**src/design/bcnf_pkg.sv**
```systemverilog
// package for the branch coverage novelty filter: sizes, hash primes, fsm states
// no dependencies
`timescale 1ns / 1ps
`default_nettype none
package bcnf_pkg;
    localparam int unsigned BITMAP_ENTRIES_DEF = 65536;
    localparam logic [31:0] HP1 = 32'h9E3779B1;
    localparam logic [31:0] HP2 = 32'h85EBCA77;
    localparam logic [31:0] HP3 = 32'hC2B2AE3D;
    localparam logic [31:0] HP4 = 32'h27D4EB2F;
    localparam logic [31:0] HP5 = 32'h165667B1;

    typedef enum logic [3:0] {
        ST_CLEAR, ST_IDLE, ST_HASH, ST_READ, ST_WAIT, ST_UPD,
        ST_INV_READ, ST_INV_WAIT, ST_INV_UPD, ST_OUT
    } bcnf_state_t;

    function automatic logic [31:0] rotl17(input logic [31:0] x);
        rotl17 = {x[14:0], x[31:15]};
    endfunction

    function automatic logic [31:0] rotl11(input logic [31:0] x);
        rotl11 = {x[20:0], x[31:21]};
    endfunction
endpackage
`default_nettype wire

```
**src/design/bcnf_hash.sv**
```systemverilog
// iterative 32-bit hash of one branch event, one multiply per cycle
// depends on bcnf_pkg
`timescale 1ns / 1ps
`default_nettype none
module bcnf_hash (
    input  wire logic        aclk,
    input  wire logic        aresetn,
    input  wire logic        start,
    input  wire logic [63:0] addr,
    input  wire logic        taken,
    output logic             done,
    output logic [31:0]      digest
);
    import bcnf_pkg::*;

    logic [3:0]  step_reg, step_next;
    logic        busy_reg, busy_next;
    logic [31:0] acc_reg, acc_next;
    logic [31:0] mul_a, mul_b, prod;

    always_comb begin
        mul_a = acc_reg;
        mul_b = HP4;
        acc_next = acc_reg;
        case (step_reg)
            4'd0: begin mul_a = addr[31:0];  mul_b = HP3; end
            4'd1: begin mul_a = rotl17(acc_reg); mul_b = HP4; end
            4'd2: begin mul_a = addr[63:32]; mul_b = HP3; end
            4'd3: begin mul_a = rotl17(acc_reg); mul_b = HP4; end
            4'd4: begin mul_a = {31'd0, taken}; mul_b = HP5; end
            4'd5: begin mul_a = rotl11(acc_reg); mul_b = HP1; end
            4'd6: begin mul_a = acc_reg ^ (acc_reg >> 15); mul_b = HP2; end
            4'd7: begin mul_a = acc_reg ^ (acc_reg >> 13); mul_b = HP3; end
            default: begin mul_a = acc_reg; mul_b = HP3; end
        endcase
        prod = mul_a * mul_b;
        case (step_reg)
            4'd0, 4'd2, 4'd4: acc_next = acc_reg + prod;
            4'd8:             acc_next = acc_reg ^ (acc_reg >> 16);
            default:          acc_next = prod;
        endcase
        if (start) acc_next = HP5 + 32'd9;
    end

    always_comb begin
        busy_next = busy_reg;
        step_next = step_reg;
        if (start) begin
            busy_next = 1'b1;
            step_next = 4'd0;
        end else if (busy_reg) begin
            step_next = step_reg + 4'd1;
            if (step_reg == 4'd8) busy_next = 1'b0;
        end
    end

    always_ff @(posedge aclk) begin
        if (!aresetn) begin
            busy_reg <= 1'b0;
            step_reg <= 4'd0;
        end else begin
            busy_reg <= busy_next;
            step_reg <= step_next;
        end
        acc_reg <= acc_next;
    end

    assign done   = busy_reg && (step_reg == 4'd8);
    assign digest = acc_next;
endmodule
`default_nettype wire

```
**config.mk**
```make
export PLATFORM = sky130hd
export DESIGN_NAME = bcnf_hash
export DESIGN_NICKNAME = d
export VERILOG_FILES = /design/src/design/bcnf_pkg.sv /design/src/design/bcnf_hash.sv
export SDC_FILE = /design/constraint.sdc
export NUM_CORES = 1
export LEC_CHECK = 0
export BUFFER_PORTS_ARGS = -buffer_cell sky130_fd_sc_hd__buf_2
export CAP_MARGIN = 10
export CORE_MARGIN = 5
export CORE_UTILIZATION = 40
export CTS_CLUSTER_DIAMETER = 200
export DETAILED_ROUTE_END_ITERATION = 8
export PLACE_DENSITY = 0.62
export SYNTH_ARGS = -nofsm -noshare
export SYNTH_HDL_FRONTEND = slang
export SYNTH_SLANG_ARGS = --single-unit
```
**constraint.sdc**
```tcl
create_clock -name aclk -period 17.4 [get_ports aclk]
set_input_delay 3.48 -clock aclk [delete_from_list [all_inputs] [get_ports aclk]]
set_output_delay 3.48 -clock aclk [all_outputs]
set_load 0.005 [all_outputs]
```
==> results of run 1 <==
-- final timing paths --
path         depth (start not counted)        start           to  slack [ns]
max reg2reg                         37  step_reg[3]  acc_reg[31]        5.53
min                                  2  step_reg[1]  step_reg[1]        0.58
max                                 42     addr[39]   digest[30]        0.51
min reg2reg                          2  step_reg[1]  step_reg[1]        0.58
-- metrics by stage --
| stage | setup slack [ns] | util | std cells | instance area (µm²) |
|---|---|---|---|---|
| 6_report | 0.512 | 0.435 | 3056 | 21300 |
| 5_1_grt | 0.0682 | 0.435 | 3055 | 21300 |
| 4_1_cts | 0.507 | 0.435 | 3055 | 21300 |
| 3_5_place_dp | 0.571 | 0.431 | 3047 | 21100 |
| 3_3_place_gp | 0.672 | 0.431 | 3047 | 21100 |
| 2_1_floorplan | 1.53 | - | 2348 | 19800 |
-- cells in the mapped netlist, drive strengths merged, types with 11 or more instances --
library cell,number,area share
a221oi,24,0.011
buf,38,0.012
a22oi,35,0.013
a21oi,85,0.022
nand3,26,0.0066
nor2b,13,0.0041
xnor2,81,0.036
nor2,233,0.044
nor3,14,0.0035
fa,405,0.41
ha,162,0.10
nand2,231,0.044
nand2b,14,0.0044
and3,11,0.0035
a21o,28,0.011
clkbuf,90,0.017
and2,11,0.0035
o21ai,85,0.021
xor2,41,0.018
dfxtp,37,0.037
inv,497,0.094
-- metal layers --
layer | up-vias | global-route usage | wire length, µm
met2 | 1001 | 0.436 | 33400
met5 | - | 0 | 0
li1 | 7449 | - | -
met1 | 8683 | 0.388 | 30200
met3 | 192 | 0.0471 | 7580
met4 | 0 | 0.134 | 4760
-- final cells by class --
type | count | area [µm²]
Antenna cell | 1 | 2.50
Timing Repair Buffer | 163 | 973
Tap cell | 664 | 831
Clock inverter | 2 | 37.5
Multi-Input combinational cell | 1681 | 16700
Fill cell | 4915 | 27700
Inverter | 502 | 1900
Clock buffer | 6 | 139
Sequential cell | 37 | 742
-- critical path: cells and delay by family --
kind | cells | cell delay (ns)
compound gates | 18 | 4.06
xor+xnor | 1 | 0.16
fa+ha+maj | 10 | 4.03
buf+inv | 8 | 0.65
mux | 1 | 0.15
simple gates | 4 | 0.84
-- kinds of logic (layout without fill, tap and decap cells) --
group | after synthesis | count (layout) | synth area share
fa+ha+maj | 567 | 567 | 0.511
mux | 4 | 4 | 0.00202
compound gates | 383 | 383 | 0.133
simple gates | 600 | 600 | 0.132
xor+xnor | 127 | 127 | 0.0600
buf+inv | 630 | 673 | 0.124
flops | 37 | 37 | 0.0374
other cells | 0 | 1 | 0
-- what timing repair did --
action	in CTS	in global routing
hold endpoints to repair	0	0
resized for setup	0	3
endpoints found under the setup margin	0	2
==> flow_summary_export.csv, run 1 <==
group,metric,value,unit
grt,grt_pass1_vias,18200,
synthesis,ys_seq_area_frac,0.0374,
grt,grt_usage,0.283,
grt,antenna_found_initial,0,
min_path,min_path_type,"reg -> reg",
clock_network,cts_sinks,37,
synthesis,post_synth_num_cell_types,87,
synthesis,netlist_area,0.0198,mm²
place,gp_congestion,1.02,
critical_path,setup.worst_path.class,"in -> out",
cells_and_area,nets,3025,
clock_network,post-cts-setup-buffers,0,
floorplan,start_util,0.405,
clock_network,cts_buffers,5,
timing,slew_headroom,0.288,
floorplan,num_rows,81,
critical_path,path_max_fanout,6,
synthesis,syn_nets,2983,
timing,rsz0062_at_grt,"no",
timing,setup_viol_count_final,0,
clock_network,insertion_delay,0.29,ns
timing,worstMarginPinSlew,1.07,ns
critical_path,worstPathRequired,13.92,ns
clock_network,postCtsHoldBufs,0,
detailed_routing,via_per_inst,5.67,
synthesis,yosysWarnings,0,
clock_network,clock_path_buffers,2,
timing,drv_slew,0,
cells_and_area,largest_reg_flops,32,
floorplan,die_area,0.0541,mm²
critical_path,worstPathArrival,13.41,ns
clock_network,htreeDepth,2,
detailed_routing,first_iter_violations,1814,
synthesis,synth_edf_count,0,
clock_network,cts_tree,"built",
outcome,status,"finished clean",
critical_path,start_kind,"input pin",
synthesis,syn_avg_cell_area,8.45,µm²
timing,post-route-min-period,16.89,ns
timing,fmax,0.0592,GHz
flow_run,cap_violations,0,
floorplan,core_area,0.0490,mm²
timing,whs,0.580,ns
cells_and_area,final_cell_mix,"inv_1 (490), fa_1 (405), nand2_1 (231)",
detailed_routing,first_pass_iters,8,
synthesis,synth-seq-cells,37,
cells_and_area,drive_gt1_frac,0.0891,
detailed_routing,wl_per_cell,24.9,µm
grt,grt_pass1_wl,115,mm
detailed_routing,final_antenna_net_count,0,
timing,fin_tns_setup,0,ns
synthesis,synthArstFlopShare,0,
critical_path,slowest_delay,0.57,ns
cells_and_area,final_common_cell,"inv_1",
floorplan,io_pins,101,
detailed_routing,drc,0,
floorplan,die_h,233,µm
cells_and_area,areaGrowthSynthToFinish,7.32,%
floorplan,die_x,233,µm
synthesis,synthCells,2348,
place,numPortBuffers,100,
timing,clock_skew,0.00562,ns
timing,hold_viol_final,0,
clock_network,cts-root-buf,"clkbuf_16",
grt,grt_max_degree,44,
critical_path,cpMostUsedCell,"a21o_1",
place,dp_hpwl,63.9,mm
critical_path,setup.worst_path.end_class,"output port",
timing,min_period_over_period,0.971,
clock_network,clk_pin_slew,0.06,ns
grt,grt-ovfl-total,0,
critical_path,slowest_stage,"a2111oi_0",
synthesis,ys.flop_type,"dfxtp_1",
detailed_routing,routed-via-count,17300,
detailed_routing,routed_wl,76.0,mm
Power of run 1 is left out: the tool's default activity adds up to more than one toggle a clock period on the data nets, which glitch-free logic cannot reach.
==> run 2, diff against run 1 <==
--- a/config.mk
+++ b/config.mk
@@ -11,7 +11,7 @@
 export CORE_UTILIZATION = 40
 export CTS_CLUSTER_DIAMETER = 200
 export DETAILED_ROUTE_END_ITERATION = 8
-export PLACE_DENSITY = 0.62
+export PLACE_DENSITY = 0.64
 export SYNTH_ARGS = -nofsm -noshare
 export SYNTH_HDL_FRONTEND = slang
 export SYNTH_SLANG_ARGS = --single-unit
==> run 2 against run 1 <==
Net effect:
- count of clock-buffer cells in the layout is the same
- highest routed layer unchanged
- worst hold slack gained 0.013 ns
- via count grew 0.85%
- register-to-register slack lost 0.19 ns
- fmax shrank 0.55%
- clock skew grew 0.0048 ns
- routed wire length grew 2.0%
==> flow_summary_export.csv, run 2 (synthesis gave the netlist of run 1 again) <==
group,metric,value,unit
cells_and_area,fill_cells,4900,
timing,post-route-min-period,16.98,ns
place,dp_hpwl,65.2,mm
grt,antenna_found_initial,0,
timing,setup_viol_count_final,0,
detailed_routing,first_pass_iters,8,
cells_and_area,areaGrowthSynthToFinish,7.55,%
critical_path,setup.worst_path.class,"in -> out",
critical_path,worstPathRequired,13.92,ns
detailed_routing,drc,0,
critical_path,cp_num_cells,40,
critical_path,r2r_start,"step_reg[0]",
min_path,min_path_cells,2,
floorplan,num_rows,81,
timing,rsz0062_at_grt,"no",
floorplan,die_area,0.0541,mm²
cells_and_area,final_common_cell,"inv_1",
grt,grt-ovfl-total,0,
place,numPortBuffers,100,
detailed_routing,wl_per_cell,25.3,µm
cells_and_area,nets,3036,
clock_network,cts-root-buf,"clkbuf_16",
floorplan,die_h,233,µm
detailed_routing,first_iter_violations,1848,
critical_path,worstPathArrival,13.50,ns
timing,min_period_over_period,0.976,
timing,drv_slew,0,
min_path,min-delay-start,"step_reg[1]",
timing,worstMarginPinSlew,1.12,ns
detailed_routing,via_per_inst,5.70,
clock_network,post-cts-setup-buffers,0,
clock_network,cts_sinks,37,
critical_path,critPathBufInv,12,
critical_path,regToRegEndpoint,"acc_reg[31]",
critical_path,ff2ff_setup_slack,5.34,ns
detailed_routing,routed-via-count,17500,
clock_network,insertion_delay,0.29,ns
detailed_routing,routed_wl,77.5,mm
detailed_routing,final_antenna_net_count,0,
cells_and_area,drive_gt1_frac,0.0924,
floorplan,io_pins,101,
timing,clock_skew,0.0104,ns
timing,fin_tns_setup,0,ns
floorplan,die_x,233,µm
min_path,min_path_type,"reg -> reg",
grt,grt_pass1_vias,18200,
critical_path,reg2reg_depth,40,
outcome,status,"finished clean",
floorplan,core_area,0.0490,mm²
critical_path,setup.worst_path.end_class,"output port",
timing,fmax,0.0589,GHz
critical_path,crit_family,"adder cells",
min_path,hold_end,"step_reg[1]",
cells_and_area,largest_reg_flops,32,
critical_path,start_kind,"input pin",
critical_path,slowest_stage,"fa_1",
flow_run,cap_violations,0,
clock_network,cts_buffers,5,
floorplan,start_util,0.405,
clock_network,cts_tree,"built",
timing,slew_headroom,0.249,
clock_network,clock_path_buffers,2,
timing,hold_viol_final,0,
clock_network,htreeDepth,2,
clock_network,clk_pin_slew,0.05,ns
place,gp_congestion,0.998,
cells_and_area,n_antenna_cell,0,
grt,grt_usage,0.288,
grt,grt_max_degree,35,
cells_and_area,final_cell_mix,"inv_1 (491), fa_1 (405), nand2_1 (231)",
grt,grt_pass1_wl,116,mm
critical_path,path_max_fanout,7,
clock_network,postCtsHoldBufs,0,
critical_path,slowest_delay,0.54,ns
run 2: tightest hold or removal path: stages (launching register included):
cell and delay, ns:
dfxtp_1 0.35, mux2i_1 0.14, nor2_1 0.05
run 2: how the worst max path moves through the flow:
stage,start,endpoint,slack [ns]
floorplan,addr[39],digest[31],1.53
global placement,addr[39],digest[30],0.56
detailed placement,addr[39],digest[30],0.41
CTS,addr[39],digest[30],0.38
global route,addr[39],digest[31],0.003
finish,addr[39],digest[31],0.42
run 2: repair_timing:
action / CTS / global route
hold endpoints to repair: 0 / 0
gates resized for setup: 0 / 2
endpoints found under the setup margin: 0 / 2
run 2: area by class of cell:
| class | count | area (µm²) | area share |
|---|---|---|---|
| flip-flops and latches | 37 | 742 | 0.0348 |
| repair buffers | 174 | 1060 | 0.0499 |
| clock inverters | 2 | 10.0 | 0.000469 |
| multi-input cells | 1681 | 16700 | 0.781 |
| inverters | 502 | 1890 | 0.0887 |
| clock buffers | 6 | 129 | 0.00604 |
| well taps | 664 | 831 | 0.0390 |
run 2: per-layer routing:
layer | vias up | global-route usage | wire length (µm)
met1 | 8780 | 0.391 | 31100
met5 | - | 0 | 0
met4 | 0 | 0.114 | 4130
li1 | 7469 | - | -
met2 | 1012 | 0.454 | 34600
met3 | 211 | 0.0569 | 7620
run 2: through the flow:
stage	setup slack, ns	hold WS [ns]	cell area, µm²	instances	util
6_report	0.418	0.593	21300	3066	0.436
5_1_grt	0.00282	0.634	21300	3066	0.436
4_1_cts	0.385	0.599	21300	3065	0.435
3_5_place_dp	0.408	0.593	21200	3057	0.432
3_3_place_gp	0.556	0.563	21200	3057	0.432
2_1_floorplan	1.53	0.533	19800	2348	-
Power of run 2 is left out for the same reason.
